$ cat config.mk
export PLATFORM = sky130hd
export DESIGN_NAME = marching_squares_contour_stream
export DESIGN_NICKNAME = d
export VERILOG_FILES = /design/src/rtl/msc_pkg.sv /design/src/rtl/msc_ram.sv /design/src/rtl/msc_seg.sv /design/src/rtl/marching_squares_contour_stream.sv
export SDC_FILE = /design/constraint.sdc
export NUM_CORES = 2
export LEC_CHECK = 0
export BUFFER_PORTS_ARGS = -buffer_cell sky130_fd_sc_hd__buf_2
export CAP_MARGIN = 40
export CORE_MARGIN = 2
export CORE_UTILIZATION = 37
export DETAILED_ROUTE_END_ITERATION = 10
export RECOVER_POWER = 25
export SLEW_MARGIN = 20
export SYNTH_ARGS = -nofsm -noshare
export SYNTH_HDL_FRONTEND = slang
export SYNTH_SLANG_ARGS = --single-unit
$ cat constraint.sdc
create_clock -name clk -period 39.1 [get_ports clk]
set_input_delay 1.955 -clock clk [delete_from_list [all_inputs] [get_ports clk]]
set_output_delay 1.955 -clock clk [all_outputs]
set_load 0.01 [all_outputs]
$ cat src/rtl/msc_pkg.sv
// Shared types, constants and segment tables for the marching-squares contour stream.
package msc_pkg;

    // Field widths fixed by the stream formats.
    localparam int RED_W    = 8;
    localparam int COORD_W  = 13;
    localparam int CASE_W   = 4;
    localparam int STEP_W   = 5;
    localparam int PHASE_W  = 4;
    localparam int SIZE_W   = 12;
    localparam int ROW_W    = 11;
    localparam int CFG_W    = 12;
    localparam int CFG_IDX_W = 2;

    // Limits of the grid geometry.
    localparam int MSC_MAX_WIDTH = 2048;
    localparam int ROW_LIMIT     = 2048;
    localparam int STEP_LIMIT    = 16;
    localparam int SIZE_MIN      = 2;
    localparam int CFG_WIDTH_MAX = 4095;

    // Depth of the segment queue; must be a power of two.
    localparam int MSC_QUEUE_DEPTH = 4;

    // Configuration register indexes.
    localparam logic [CFG_IDX_W-1:0] CFG_THRESHOLD    = 2'd0;
    localparam logic [CFG_IDX_W-1:0] CFG_CELL_STEP    = 2'd1;
    localparam logic [CFG_IDX_W-1:0] CFG_IMAGE_WIDTH  = 2'd2;
    localparam logic [CFG_IDX_W-1:0] CFG_IMAGE_HEIGHT = 2'd3;

    // Configuration reset values.
    localparam logic [RED_W-1:0]  THRESHOLD_RST = 8'd127;
    localparam logic [STEP_W-1:0] STEP_RST      = 5'd7;
    localparam logic [SIZE_W-1:0] WIDTH_RST     = 12'd640;
    localparam logic [SIZE_W-1:0] HEIGHT_RST    = 12'd480;

    // Edge midpoints of a cell.
    localparam logic [1:0] PT_LEFT   = 2'd0;
    localparam logic [1:0] PT_TOP    = 2'd1;
    localparam logic [1:0] PT_RIGHT  = 2'd2;
    localparam logic [1:0] PT_BOTTOM = 2'd3;

    typedef struct packed {
        logic [RED_W-1:0] red_value;
        logic             frame_start;
    } pixel_t;

    typedef struct packed {
        logic [COORD_W-1:0] start_x;
        logic [COORD_W-1:0] start_y;
        logic [COORD_W-1:0] end_x;
        logic [COORD_W-1:0] end_y;
        logic [CASE_W-1:0]  cell_case;
        logic               last_segment;
    } segment_t;

    // What the segment decoder hands back for one cell.
    typedef struct packed {
        logic [1:0] count;
        segment_t   first;
        segment_t   second;
    } seg_pair_t;

    // Number of segments that a corner code produces.
    function automatic logic [1:0] seg_count(input logic [CASE_W-1:0] cs);
        logic [1:0] n;
        case (cs)
            4'd0, 4'd15: n = 2'd0;
            4'd5, 4'd10: n = 2'd2;
            default:     n = 2'd1;
        endcase
        return n;
    endfunction

    // Endpoints {first start, first end, second start, second end}.
    function automatic logic [7:0] seg_ends(input logic [CASE_W-1:0] cs);
        logic [7:0] e;
        case (cs)
            4'd1, 4'd14: e = {PT_LEFT,  PT_BOTTOM, PT_LEFT, PT_LEFT};
            4'd2, 4'd13: e = {PT_RIGHT, PT_BOTTOM, PT_LEFT, PT_LEFT};
            4'd3, 4'd12: e = {PT_LEFT,  PT_RIGHT,  PT_LEFT, PT_LEFT};
            4'd4, 4'd11: e = {PT_TOP,   PT_RIGHT,  PT_LEFT, PT_LEFT};
            4'd5:        e = {PT_LEFT,  PT_TOP,    PT_RIGHT, PT_BOTTOM};
            4'd6, 4'd9:  e = {PT_TOP,   PT_BOTTOM, PT_LEFT, PT_LEFT};
            4'd7, 4'd8:  e = {PT_LEFT,  PT_TOP,    PT_LEFT, PT_LEFT};
            4'd10:       e = {PT_LEFT,  PT_BOTTOM, PT_TOP,  PT_RIGHT};
            default:     e = {PT_LEFT,  PT_LEFT,   PT_LEFT, PT_LEFT};
        endcase
        return e;
    endfunction

endpackage

$ cat src/rtl/msc_ram.sv
// Generic single-port-write, single-port-read RAM with registered read data.
module msc_ram #(
    parameter int WIDTH = 1,
    parameter int DEPTH = 2048
) (
    input  logic                     clk,
    input  logic                     wr_en,
    input  logic [$clog2(DEPTH)-1:0] wr_addr,
    input  logic [WIDTH-1:0]         wr_data,
    input  logic [$clog2(DEPTH)-1:0] rd_addr,
    output logic [WIDTH-1:0]         rd_data
);

    logic [WIDTH-1:0] mem_reg [DEPTH];
    logic [WIDTH-1:0] rd_data_reg;

    always_ff @(posedge clk)
    begin
        if (wr_en)
        begin
            mem_reg[wr_addr] <= wr_data;
        end
        rd_data_reg <= mem_reg[rd_addr];
    end

    assign rd_data = rd_data_reg;

endmodule

$ cat src/rtl/msc_seg.sv
// Segment decoder: turns a cell's corner code and origin into up to two segments.
module msc_seg
    import msc_pkg::*;
(
    input  logic [CASE_W-1:0]  cell_case,
    input  logic [COORD_W-1:0] x_base,
    input  logic [COORD_W-1:0] y_base,
    input  logic [STEP_W-1:0]  step,
    output seg_pair_t          pair
);

    logic [COORD_W-1:0] s1;
    logic [COORD_W-1:0] s2;
    logic [7:0]         ends;
    logic [1:0]         n;

    // Midpoint of one cell edge, in half-pixel units, wrapping at 13 bits.
    function automatic logic [2*COORD_W-1:0] midpoint(
        input logic [1:0]         code,
        input logic [COORD_W-1:0] xb,
        input logic [COORD_W-1:0] yb,
        input logic [COORD_W-1:0] h,
        input logic [COORD_W-1:0] f
    );
        logic [COORD_W-1:0] px;
        logic [COORD_W-1:0] py;
        case (code)
            PT_LEFT:  begin px = xb;     py = yb + h; end
            PT_TOP:   begin px = xb + h; py = yb;     end
            PT_RIGHT: begin px = xb + f; py = yb + h; end
            default:  begin px = xb + h; py = yb + f; end
        endcase
        return {px, py};
    endfunction

    assign s1   = COORD_W'(step);
    assign s2   = COORD_W'({step, 1'b0});
    assign ends = seg_ends(cell_case);
    assign n    = seg_count(cell_case);

    always_comb
    begin
        pair.count = n;
        {pair.first.start_x, pair.first.start_y}   = midpoint(ends[7:6], x_base, y_base, s1, s2);
        {pair.first.end_x, pair.first.end_y}       = midpoint(ends[5:4], x_base, y_base, s1, s2);
        pair.first.cell_case                       = cell_case;
        pair.first.last_segment                    = (n == 2'd1);
        {pair.second.start_x, pair.second.start_y} = midpoint(ends[3:2], x_base, y_base, s1, s2);
        {pair.second.end_x, pair.second.end_y}     = midpoint(ends[1:0], x_base, y_base, s1, s2);
        pair.second.cell_case                      = cell_case;
        pair.second.last_segment                   = 1'b1;
    end

endmodule

$ cat src/rtl/marching_squares_contour_stream.sv
// Top level of the marching-squares contour stream: grid sampling, line buffer and segment queue.
//
//   channel   direction  handshake                 beat
//   pixel     in         pixel_valid/pixel_ready   pixel_t: red_value, frame_start
//   segment   out        seg_valid/seg_ready       segment_t: endpoints, cell_case, last_segment
//   cfg       in         cfg_write (no wait)       cfg_index selects, cfg_data carries value
//
// A pixel beat is taken into the input register and handled there once the segment
// queue has room; its segments are written into the queue, which offers them on the output.
// The block takes one pixel beat per cycle while the queue has room; the pace is set
// by the four-entry segment queue, which must hold two free entries before a pixel
// leaves the input register. A two-segment cell pushes both at once, absorbed by the queue.
// Reset clears the counters, phases, left bits, queue and input register; the line
// buffer RAM holds no reset and every entry is written before a sampled row reads it.
// Stalls on the segment side fill the queue and then hold pixel_ready low.
module marching_squares_contour_stream
    import msc_pkg::*;
#(
    parameter int MAX_WIDTH = MSC_MAX_WIDTH
) (
    input  logic                 clk,
    input  logic                 rst_n,
    input  logic                 pixel_valid,
    output logic                 pixel_ready,
    input  pixel_t               pixel,
    output logic                 seg_valid,
    input  logic                 seg_ready,
    output segment_t             segment,
    input  logic                 cfg_write,
    input  logic [CFG_IDX_W-1:0] cfg_index,
    input  logic [CFG_W-1:0]     cfg_data
);

    // Sample column indexes the line buffer; the pixel column only has to reach the
    // widest image the width register can ask for under this MAX_WIDTH.
    localparam int SCOL_W = $clog2(MAX_WIDTH);
    localparam int WMAX   = (MAX_WIDTH < CFG_WIDTH_MAX) ? MAX_WIDTH : CFG_WIDTH_MAX;
    localparam int PCOL_W = $clog2(WMAX);
    localparam int QPTR_W = $clog2(MSC_QUEUE_DEPTH);
    localparam int QCNT_W = QPTR_W + 1;

    // Configuration registers.
    logic [RED_W-1:0]  threshold_reg;
    logic [STEP_W-1:0] cell_step_reg;
    logic [SIZE_W-1:0] image_width_reg;
    logic [SIZE_W-1:0] image_height_reg;

    // Input register.
    logic   pix_valid_reg;
    pixel_t pix_reg;

    // Raster and grid state.
    logic [PCOL_W-1:0]  pixel_column_reg, pixel_column_next;
    logic [ROW_W-1:0]   pixel_row_reg, pixel_row_next;
    logic [PHASE_W-1:0] column_phase_reg, column_phase_next;
    logic [PHASE_W-1:0] row_phase_reg, row_phase_next;
    logic [SCOL_W-1:0]  sample_column_reg, sample_column_next;
    logic [ROW_W-1:0]   sample_row_reg, sample_row_next;
    logic               left_bit_reg, left_bit_next;
    logic               left_above_bit_reg, left_above_bit_next;

    // Line buffer forwarding and the mirror of entry zero.
    logic fwd_hit_reg;
    logic fwd_bit_reg;
    logic col0_bit_reg;
    logic ram_bit;

    // Segment queue.
    segment_t           queue_reg [MSC_QUEUE_DEPTH];
    logic [QPTR_W-1:0]  wr_ptr_reg;
    logic [QPTR_W-1:0]  rd_ptr_reg;
    logic [QCNT_W-1:0]  count_reg;

    // Working signals.
    logic               consume;
    logic               pop;
    logic [STEP_W-1:0]  step;
    logic [SIZE_W-1:0]  width;
    logic [SIZE_W-1:0]  height;
    logic               fs;
    logic [PCOL_W-1:0]  pc_eff;
    logic [ROW_W-1:0]   pr_eff;
    logic [PHASE_W-1:0] cp_eff;
    logic [PHASE_W-1:0] rp_eff;
    logic [SCOL_W-1:0]  sc_eff;
    logic [ROW_W-1:0]   sr_eff;
    logic               lb_eff;
    logic               lab_eff;
    logic               sample;
    logic               solid;
    logic               above;
    logic               make_cell;
    logic [CASE_W-1:0]  cs;
    logic [COORD_W-1:0] x_base;
    logic [COORD_W-1:0] y_base;
    logic               row_end;
    logic               frame_end;
    seg_pair_t          pair;
    logic [1:0]         push_n;

    // ---------------------------------------------------------------------
    // Configuration port. Writes should land only while the block is idle; it does not enforce this.
    // ---------------------------------------------------------------------
    always_ff @(posedge clk or negedge rst_n)
    begin
        if (!rst_n)
        begin
            threshold_reg    <= THRESHOLD_RST;
            cell_step_reg    <= STEP_RST;
            image_width_reg  <= WIDTH_RST;
            image_height_reg <= HEIGHT_RST;
        end
        else if (cfg_write)
        begin
            unique case (cfg_index)
                CFG_THRESHOLD:    threshold_reg    <= cfg_data[RED_W-1:0];
                CFG_CELL_STEP:    cell_step_reg    <= cfg_data[STEP_W-1:0];
                CFG_IMAGE_WIDTH:  image_width_reg  <= cfg_data[SIZE_W-1:0];
                CFG_IMAGE_HEIGHT: image_height_reg <= cfg_data[SIZE_W-1:0];
            endcase
        end
    end

    // Clamped geometry: step in 1..16, sizes at least two and at most their limits.
    always_comb
    begin
        if (cell_step_reg == '0)
            step = STEP_W'(1);
        else if (32'(cell_step_reg) > STEP_LIMIT)
            step = STEP_W'(STEP_LIMIT);
        else
            step = cell_step_reg;

        if (32'(image_width_reg) < SIZE_MIN)
            width = SIZE_W'(SIZE_MIN);
        else if (32'(image_width_reg) > MAX_WIDTH)
            width = SIZE_W'(MAX_WIDTH);
        else
            width = image_width_reg;

        if (32'(image_height_reg) < SIZE_MIN)
            height = SIZE_W'(SIZE_MIN);
        else if (32'(image_height_reg) > ROW_LIMIT)
            height = SIZE_W'(ROW_LIMIT);
        else
            height = image_height_reg;
    end

    // ---------------------------------------------------------------------
    // Handshakes. A pixel leaves the input register only when the queue has
    // room for two segments, so pixel_ready depends on registers alone.
    // ---------------------------------------------------------------------
    assign consume     = pix_valid_reg && (32'(count_reg) <= MSC_QUEUE_DEPTH - 2);
    assign pixel_ready = !pix_valid_reg || consume;
    assign seg_valid   = (count_reg != '0);
    assign pop         = seg_valid && seg_ready;
    assign segment     = queue_reg[rd_ptr_reg];

    always_ff @(posedge clk or negedge rst_n)
    begin
        if (!rst_n)
        begin
            pix_valid_reg <= 1'b0;
        end
        else if (pixel_ready)
        begin
            pix_valid_reg <= pixel_valid;
        end
    end

    always_ff @(posedge clk)
    begin
        if (pixel_ready && pixel_valid)
        begin
            pix_reg <= pixel;
        end
    end

    // ---------------------------------------------------------------------
    // Sampling. A frame start clears the counters before the pixel is used.
    // ---------------------------------------------------------------------
    assign fs      = pix_reg.frame_start;
    assign pc_eff  = fs ? '0 : pixel_column_reg;
    assign pr_eff  = fs ? '0 : pixel_row_reg;
    assign cp_eff  = fs ? '0 : column_phase_reg;
    assign rp_eff  = fs ? '0 : row_phase_reg;
    assign sc_eff  = fs ? '0 : sample_column_reg;
    assign sr_eff  = fs ? '0 : sample_row_reg;
    assign lb_eff  = fs ? 1'b0 : left_bit_reg;
    assign lab_eff = fs ? 1'b0 : left_above_bit_reg;

    // A sample must leave a full step of pixels to its right and below.
    assign sample = (cp_eff == '0) && (rp_eff == '0)
                 && (13'(pc_eff) + 13'(step) <= 13'(width))
                 && (13'(pr_eff) + 13'(step) <= 13'(height));

    assign solid = (pix_reg.red_value <= threshold_reg);

    // The line buffer bit for the current column. The RAM was addressed with
    // this column in the previous cycle; a write to the same entry in that cycle is
    // forwarded, and a frame start reads the mirrored entry zero.
    always_comb
    begin
        if (fs)
            above = col0_bit_reg;
        else if (fwd_hit_reg)
            above = fwd_bit_reg;
        else
            above = ram_bit;
    end

    assign make_cell = sample && (sc_eff != '0) && (sr_eff != '0);
    assign cs        = {lab_eff, above, solid, lb_eff};

    // Top-left pixel of the cell in half-pixel units, wrapping at 13 bits.
    assign x_base = COORD_W'({13'(pc_eff) - 13'(step), 1'b0});
    assign y_base = COORD_W'({13'(pr_eff) - 13'(step), 1'b0});

    msc_seg u_seg (
        .cell_case (cs),
        .x_base    (x_base),
        .y_base    (y_base),
        .step      (step),
        .pair      (pair)
    );

    assign push_n = (consume && make_cell) ? pair.count : 2'd0;

    // ---------------------------------------------------------------------
    // Counter advance.
    // ---------------------------------------------------------------------
    assign row_end   = (13'(pc_eff) + 13'd1 >= 13'(width));
    assign frame_end = (12'(pr_eff) + 12'd1 >= height);

    always_comb
    begin
        pixel_column_next   = pixel_column_reg;
        pixel_row_next      = pixel_row_reg;
        column_phase_next   = column_phase_reg;
        row_phase_next      = row_phase_reg;
        sample_column_next  = sample_column_reg;
        sample_row_next     = sample_row_reg;
        left_bit_next       = left_bit_reg;
        left_above_bit_next = left_above_bit_reg;

        if (consume)
        begin
            pixel_column_next   = pc_eff;
            pixel_row_next      = pr_eff;
            column_phase_next   = cp_eff;
            row_phase_next      = rp_eff;
            sample_column_next  = sc_eff;
            sample_row_next     = sr_eff;
            left_bit_next       = lb_eff;
            left_above_bit_next = lab_eff;

            if (sample)
            begin
                left_bit_next       = solid;
                left_above_bit_next = above;
                if (32'(sc_eff) < MAX_WIDTH - 1)
                    sample_column_next = sc_eff + SCOL_W'(1);
            end

            if (row_end)
            begin
                pixel_column_next  = '0;
                column_phase_next  = '0;
                sample_column_next = '0;
                if ((rp_eff == '0) && (32'(sr_eff) < ROW_LIMIT - 1))
                    sample_row_next = sr_eff + ROW_W'(1);
                if (frame_end)
                begin
                    pixel_row_next  = '0;
                    row_phase_next  = '0;
                    sample_row_next = '0;
                end
                else
                begin
                    pixel_row_next = pr_eff + ROW_W'(1);
                    if (5'(rp_eff) + 5'd1 >= step)
                        row_phase_next = '0;
                    else
                        row_phase_next = rp_eff + PHASE_W'(1);
                end
            end
            else
            begin
                pixel_column_next = pc_eff + PCOL_W'(1);
                if (5'(cp_eff) + 5'd1 >= step)
                    column_phase_next = '0;
                else
                    column_phase_next = cp_eff + PHASE_W'(1);
            end
        end
    end

    always_ff @(posedge clk or negedge rst_n)
    begin
        if (!rst_n)
        begin
            pixel_column_reg   <= '0;
            pixel_row_reg      <= '0;
            column_phase_reg   <= '0;
            row_phase_reg      <= '0;
            sample_column_reg  <= '0;
            sample_row_reg     <= '0;
            left_bit_reg       <= 1'b0;
            left_above_bit_reg <= 1'b0;
        end
        else
        begin
            pixel_column_reg   <= pixel_column_next;
            pixel_row_reg      <= pixel_row_next;
            column_phase_reg   <= column_phase_next;
            row_phase_reg      <= row_phase_next;
            sample_column_reg  <= sample_column_next;
            sample_row_reg     <= sample_row_next;
            left_bit_reg       <= left_bit_next;
            left_above_bit_reg <= left_above_bit_next;
        end
    end

    // ---------------------------------------------------------------------
    // Line buffer. The read address is the sample column the next pixel will
    // see, so the registered read data lines up with that pixel.
    // ---------------------------------------------------------------------
    msc_ram #(
        .WIDTH (1),
        .DEPTH (MAX_WIDTH)
    ) u_row_above (
        .clk     (clk),
        .wr_en   (consume && sample),
        .wr_addr (sc_eff),
        .wr_data (solid),
        .rd_addr (sample_column_next),
        .rd_data (ram_bit)
    );

    always_ff @(posedge clk or negedge rst_n)
    begin
        if (!rst_n)
        begin
            fwd_hit_reg <= 1'b0;
        end
        else
        begin
            fwd_hit_reg <= consume && sample && (sc_eff == sample_column_next);
        end
    end

    always_ff @(posedge clk)
    begin
        fwd_bit_reg <= solid;
        if (consume && sample && (sc_eff == '0))
        begin
            col0_bit_reg <= solid;
        end
    end

    // ---------------------------------------------------------------------
    // Segment queue: up to two pushes and one pop per cycle. The pointers
    // wrap on their own because the depth is a power of two.
    // ---------------------------------------------------------------------
    always_ff @(posedge clk)
    begin
        if (push_n != 2'd0)
        begin
            queue_reg[wr_ptr_reg] <= pair.first;
        end
        if (push_n == 2'd2)
        begin
            queue_reg[wr_ptr_reg + QPTR_W'(1)] <= pair.second;
        end
    end

    always_ff @(posedge clk or negedge rst_n)
    begin
        if (!rst_n)
        begin
            wr_ptr_reg <= '0;
            rd_ptr_reg <= '0;
            count_reg  <= '0;
        end
        else
        begin
            wr_ptr_reg <= wr_ptr_reg + QPTR_W'(push_n);
            if (pop)
            begin
                rd_ptr_reg <= rd_ptr_reg + QPTR_W'(1);
            end
            count_reg <= count_reg + QCNT_W'(push_n) - QCNT_W'(pop);
        end
    end

`ifndef NO_ASSERTIONS
    // The queue never takes more segments than it has entries.
    a_queue_bound: assert property (@(posedge clk) disable iff (!rst_n)
        32'(count_reg) <= MSC_QUEUE_DEPTH)
        else $error("segment queue overflow");

    // Two segments in one beat only come from the two saddle cases.
    a_saddle_only: assert property (@(posedge clk) disable iff (!rst_n)
        (push_n == 2'd2) |-> ((cs == 4'd5) || (cs == 4'd10)))
        else $error("two segments from a non-saddle cell");

    // Every offered segment belongs to a cell that has a contour.
    a_case_range: assert property (@(posedge clk) disable iff (!rst_n)
        seg_valid |-> ((segment.cell_case != 4'd0) && (segment.cell_case != 4'd15)))
        else $error("segment offered for an empty or full cell");

    // A column counter at zero always comes with its phase and sample column at zero.
    a_col_start: assert property (@(posedge clk) disable iff (!rst_n)
        (pixel_column_reg == '0) |-> ((column_phase_reg == '0) && (sample_column_reg == '0)))
        else $error("column phase out of step with pixel column");

    // A row counter at zero always comes with its phase and sample row at zero.
    a_row_start: assert property (@(posedge clk) disable iff (!rst_n)
        (pixel_row_reg == '0) |-> ((row_phase_reg == '0) && (sample_row_reg == '0)))
        else $error("row phase out of step with pixel row");
`endif

endmodule

# ---- After elaboration in Yosys (flattened, before gate mapping)
# Memory sizes are Yosys's and may differ from the RTL's. A register that Yosys moved wholly into a read port is not among the register bits.
# Index checks and enable logic that the tools add are counted.
dict set report word_totals {
  reg_bits 111
  ramBits 2276
  mem_bits_ro 128
  input_bits 28
  output_inout_bits 59
  memories 3
}
dict set report op_classes {
  addsub 23
  n_lt_le_gt_ge 15
  eq_ne 17
  mux 49
  reduce_logical 39
}
# name words width rd rd_ports_with_merged_regs write_ports line_no
set memory_table {}
lappend memory_table {u_row_above.mem_reg 2048 1 1 1 1 msc_ram.sv:14} ;# logic [WIDTH-1:0] mem_reg [DEPTH];
lappend memory_table {queue_reg 4 57 1 0 2 marching_squares_contour_stream.sv:69} ;# segment_t queue_reg [MSC_QUEUE_DEPTH];
lappend memory_table {{(name not given)} 16 8 1 0 0 msc_pkg.sv:78} ;# case (cs)
# operator n
set ops {}
lappend ops {{one-hot mux 13 bit (2 select lines)} 8}
lappend ops {{2-to-1 mux 11 bit} 14}
lappend ops {{2-to-1 mux 12 bit} 4}
lappend ops {{adder 11 x 1 -> 11 bit, second input constant} 4}
lappend ops {{2-to-1 mux 4 bit} 7}
lappend ops {{adder 13 x 5 -> 13 bit} 2}
lappend ops {{adder 13 x 6 -> 13 bit} 2}
lappend ops {{adder 11 x 1 -> 12 bit, second input constant} 2}
lappend ops {{adder 11 x 5 -> 12 bit} 2}
lappend ops {{>= comparator 12 bit} 2}
lappend ops {{> comparator 12 bit, second input constant} 2}
lappend ops {{<= comparator 12 bit} 2}
lappend ops {{< comparator 12 x 2 -> 1 bit, second input constant} 2}
lappend ops {{subtractor 11 x 5 -> 12 bit} 2}
lappend ops {{< comparator 11 bit, second input constant} 2}
lappend ops {{nonzero test 11 bit} 2}
lappend ops {{equality test 2 bit, second input constant} 7}
lappend ops {{logical AND 1 bit} 13}
lappend ops {{equality test 2 x 1 -> 1 bit, second input constant} 6}
lappend ops {{zero test 4 bit} 3}
lappend ops {{2-to-1 mux 1 bit} 12}
lappend ops {{OR reduction 2 bit} 6}
lappend ops {{equality test 11 bit} 1}
lappend ops {{zero test 11 bit} 1}
lappend ops {{22 further kinds} 35}

# ---- Longest topological paths before layout
dict set report logic_depth {
  ltp_word 14
  depth_mapped 40
  ltp_nobuf 32
}

# ---- By module
# A second synthesis with hierarchy kept.
dict set report hier_totals {
  cells_unflattened 8251
  area_unflattened_um2 112415.3
}
# mod instances cells_each area_per_inst_um2 seq_area_each_um2
set modules_own_cells {}
lappend modules_own_cells {msc_ram 1 6243 89345.7 61519.0}
lappend modules_own_cells {marching_squares_contour_stream 1 1522 19877.8 9689.3}
lappend modules_own_cells {msc_seg 1 486 3191.8 0.0}

# ---- Worst setup path after synthesis
# OpenSTA, ideal clock, no wires.
dict set report synth_timing {
  kind {reg-to-reg}
  from {register threshold_reg[5]}
  to {memory queue_reg[0][10] in the netlist's numbering, enable pin}
  setup_time_ns 0.640
  arrival_time_ns 28.325
  required_ns 38.460
  path_slack_ns 10.135
  path_stages_with_launch 18
  period_less_slack_ns 28.965
  path_cell_list {dfstp_2 inv_1 ha_1 a21o_1 a21o_1 a21oi_1 a22oi_1 inv_1 ha_1 nand2_1 nor2_1 nor2_1 nand4_1 inv_1 a21oi_1 or3_1 clkbuf_1 nand2_1}
}
# item line_no
set synth_lines {}
lappend synth_lines {{start, declared} marching_squares_contour_stream.sv:43} ;# logic [RED_W-1:0] threshold_reg;
lappend synth_lines {{start signal, assigned} marching_squares_contour_stream.sv:116} ;# CFG_THRESHOLD: threshold_reg <= cfg_data[RED_W-1:0];
lappend synth_lines {{end, declared} marching_squares_contour_stream.sv:69}

==> impl_metrics.py <==
metrics = {
    "synthesis": {
        "yosys.area.top_type_share": 0.614,
        "synthCells": 10400,
        "synth.avg_cell_area_um2": 10.7,
        "ys_ff_latch": 2388,
        "ys_warn_count": 0,
        "synth_top_area_cell": "edfxtp_1",
        "ys_top_cells_by_area": "edfxtp_1, nor2_1, nand2_1, nand3_1, clkbuf_1",
        "ys_types": 93,
        "synth_edf_count": 2282,
        "ys_seq_area_frac": 0.638,
        "synth-main-ff-cell": "edfxtp_1",
        "netlist_area_um2": 112000,
        "ys_async_sr_fraction": 0.0419,
        "syn_nets": 10500,
    },
    "final_layout": {
        "nets": 10300,
        "syn_to_final_growth_pct": 12.5,
        "drive_above_1_share": 0.0924,
        "largest_register_ffs": 2048,
        "stdcell_area_um2": 126000,
        "filler_cell_count": 28300,
        "final_util": 0.418,
    },
    "clocking": {
        "clkLatencyLatePin_ps": 950,
        "cts_resized": 0,
        "clockBufferDepth": 4,
        "post-cts-setup-buffers": 0,
        "cts_tree": "built",
        "clock_sinks": 2388,
        "holdBufCountCts": 0,
        "cts_made_buffers": 247,
        "htree_levels": 4,
        "cts.clk_slew.worst_paths_ps": 60,
        "cts-root-buf": "clkbuf_16",
    },
    "run": {
        "max_cap_violations": 12,
    },
    "sta": {
        "hold_viol": 0,
        "rsz0062_at_grt": "no",
        "drv_slew": 1400,
        "slew-limit-headroom": -5.31,
        "finalCritPeriodShare": 0.401,
        "finalCriticalPeriod_ps": 15670,
        "worst_pin_slew_ps": 9460,
        "finalSetupViolCount": 0,
        "fin_ws_ps": 23430,
        "tns_ps": 0,
        "finClkSkew_ps": 106,
        "max_freq_ghz": 0.0638,
    },
    "power": {
        "power_frac_seq": 0.336,
        "clock_power_share": 0.247,
        "power_w": 0.00964,
        "p_sw_frac": 0.410,
        "leakage_nw": 41.2,
        "internal-power_w": 0.00569,
        "p_per_area_nw_per_um2": 76.8,
        "peakVddDrop_v": 0.000101,
        "comb_power_share": 0.417,
        "p_switching_w": 0.00395,
    },
    "setup_path": {
        "cp.buffers_inverters": 7,
        "r2r-start": "threshold_reg[5]$_DFFE_PN1P_",
        "path_max_fanout": 242,
        "cp.required_ps": 39820,
        "crit_path_start_kind": "register",
        "cp-startpoint": "threshold_reg[5]$_DFFE_PN1P_",
        "arrival_ps": 16390,
        "cp_cell_sequence": "inv_1 > ha_1 > a21o_1 > a21o_1 > a21oi_1 > a22oi_1 > clkbuf_1 > clkinvlp_2 > clkbuf_1 > clkbuf_1 > buf_4 > buf_16",
        "crit_type": "register to register",
        "cpPeakStageDelay_ps": 6910,
        "cp-end-kind": "register",
        "crit_top_cell": "clkbuf_1",
        "critical_path.top_delay_family": "buffers and inverters",
        "cp_slowest_cell": "clkbuf_1",
    },
    "detailed_routing": {
        "num_vias": 85200,
        "wl_mm": 380,
        "wl_per_cell_um": 26.6,
        "vias_per_cell": 5.96,
        "ant_nets": 0,
        "first_pass_iters": 8,
        "drc": 0,
        "first_iter_violations": 11900,
    },
    "floorplan": {
        "die_h_um": 553,
        "rows": 201,
        "ios": 87,
        "dieArea_um2": 306000,
        "core_um2": 300000,
        "initial_utilization": 0.372,
        "die_w_um": 553,
    },
    "grt": {
        "grt_pass1_vias": 80400,
        "grt_pass1_wl_mm": 547,
        "grt_max_degree": 252,
        "grt_usage": 0.239,
        "antenna_found_initial": 22,
        "grt-ovfl-total": 0,
    },
    "placement": {
        "hpwl_mm": 212,
        "port_buffers": 86,
        "place_ws_ps": 28730,
        "place_congestion": 0.870,
        "postPlaceCellArea_um2": 117000,
    },
    "status": {
        "violations": "capacitance limit, slew limit",
        "status": "finished with violations",
    },
    "hold_path": {
        "hold_path.class": "register to register",
        "min-delay-start": "queue_reg[0][0]$_SDFFE_PP1P_",
    },
}
[placed cells by master, fill, tap and decap left out, drive strengths merged, types with 27 or more instances in the layout]
cell,Yosys,final
a211oi,71,71
a21oi,422,422
a221oi,112,112
a22o,46,46
a22oi,69,69
a311oi,143,143
a31oi,134,134
and3,205,205
buf,360,403
bufinv,0,31
clkbuf,563,321
clkinv,4,113
dfrtp,84,84
edfxtp,2282,2282
ha,118,118
inv,83,83
mux2,36,36
mux2i,91,91
mux4,57,57
nand2,1841,1841
nand3,426,426
nand4,55,55
nor2,2295,2295
nor2b,30,30
nor3,45,45
nor4,33,33
o211ai,34,34
o21ai,140,140
o22ai,204,204
o31ai,27,27
xnor2,63,63
xor2,45,45
[per-stage QoR]
stage	std cells	hold WS, ps
finish	14300	469
global placement	13700	447
CTS	14300	473
global route	14300	491
floorplan	10400	435
detailed placement	13800	459
[power by group through the flow]
stage | Combinational (W) | Sequential (W) | Clock [W]
final | 0.00402 | 0.00324 | 0.00238
after global routing | 0.00428 | 0.00325 | 0.00249
after CTS | 0.00392 | 0.00316 | 0.00240
after detailed placement | 0.00391 | 0.00322 | 0
after global placement | 0.00379 | 0.00322 | 0
after floorplan | 0.00258 | 0.00380 | 0
[worst paths after layout]
kind | to | cells past startpoint | slack [ps]
min in group asynchronous | pixel_column_reg[10]$_DFFE_PN0P_ | 1 | 1970
min reg2reg | queue_reg[0][0]$_SDFFE_PP1P_ | 2 | 470
min | queue_reg[0][0]$_SDFFE_PP1P_ | 2 | 470
max in group asynchronous | sample_row_reg[1]$_DFFE_PN0P_ | 3 | 32940
max | u_row_above.mem_reg[491]$_DFFE_PP_ | 12 | 23430
max reg2reg | u_row_above.mem_reg[491]$_DFFE_PP_ | 12 | 23430
[per-layer routing]
layer	vias to the layer above	track usage	routed length, µm
met5	-	0	97
met3	940	0.0445	41700
met2	4964	0.379	174000
li1	36500	-	-
met4	8	0.104	18200
met1	42800	0.318	146000
[worst register-to-register path: cells and delay by family (launching register included)]
kind | cells | cell delay, ps
flops | 1 | 510
buf+inv | 7 | 14040
fa+ha+maj | 1 | 310
compound gates | 4 | 620
[cells in the mapped netlist, drive strengths merged, types with 7 or more instances]
library cell	instances
a2111oi	7
a211oi	71
a21o	25
a21oi	422
a221oi	112
a22o	46
a22oi	69
a311oi	143
a31oi	134
a32oi	25
and2	13
and3	205
and4	9
buf	360
clkbuf	563
dfrtp	84
dfstp	16
edfxtp	2282
ha	118
inv	83
mux2	36
mux2i	91
mux4	57
nand2	1841
nand2b	25
nand3	426
nand4	55
nor2	2295
nor2b	30
nor3	45
nor4	33
o2111ai	9
o211ai	34
o21a	10
o21ai	140
o21bai	9
o22ai	204
o31ai	27
o41ai	9
or2	8
or3	15
xnor2	63
xor2	45
[cell type report]
class	count	area, µm²	area share
antenna	6	15.0	0.000120
clock buffer	301	6440	0.0513
clock inverter	146	1480	0.0118
inverter	87	349	0.00278
multi-input combinational	6980	36500	0.291
sequential	2388	71200	0.567
tap	3958	4950	0.0395
timing repair buffer	424	4550	0.0362
[cells by family (layout without fill, tap and decap cells)]
logic type | Yosys count | after routing | synth area share
xor+xnor | 108 | 108 | 0.00848
compound gates | 1552 | 1552 | 0.0933
simple gates | 5012 | 5012 | 0.184
buf+inv | 1010 | 958 | 0.0391
mux | 184 | 184 | 0.0233
flops | 2388 | 2388 | 0.638
other cells | 0 | 6 | 0
fa+ha+maj | 124 | 124 | 0.0142
(Power assumes the default switching activity.)
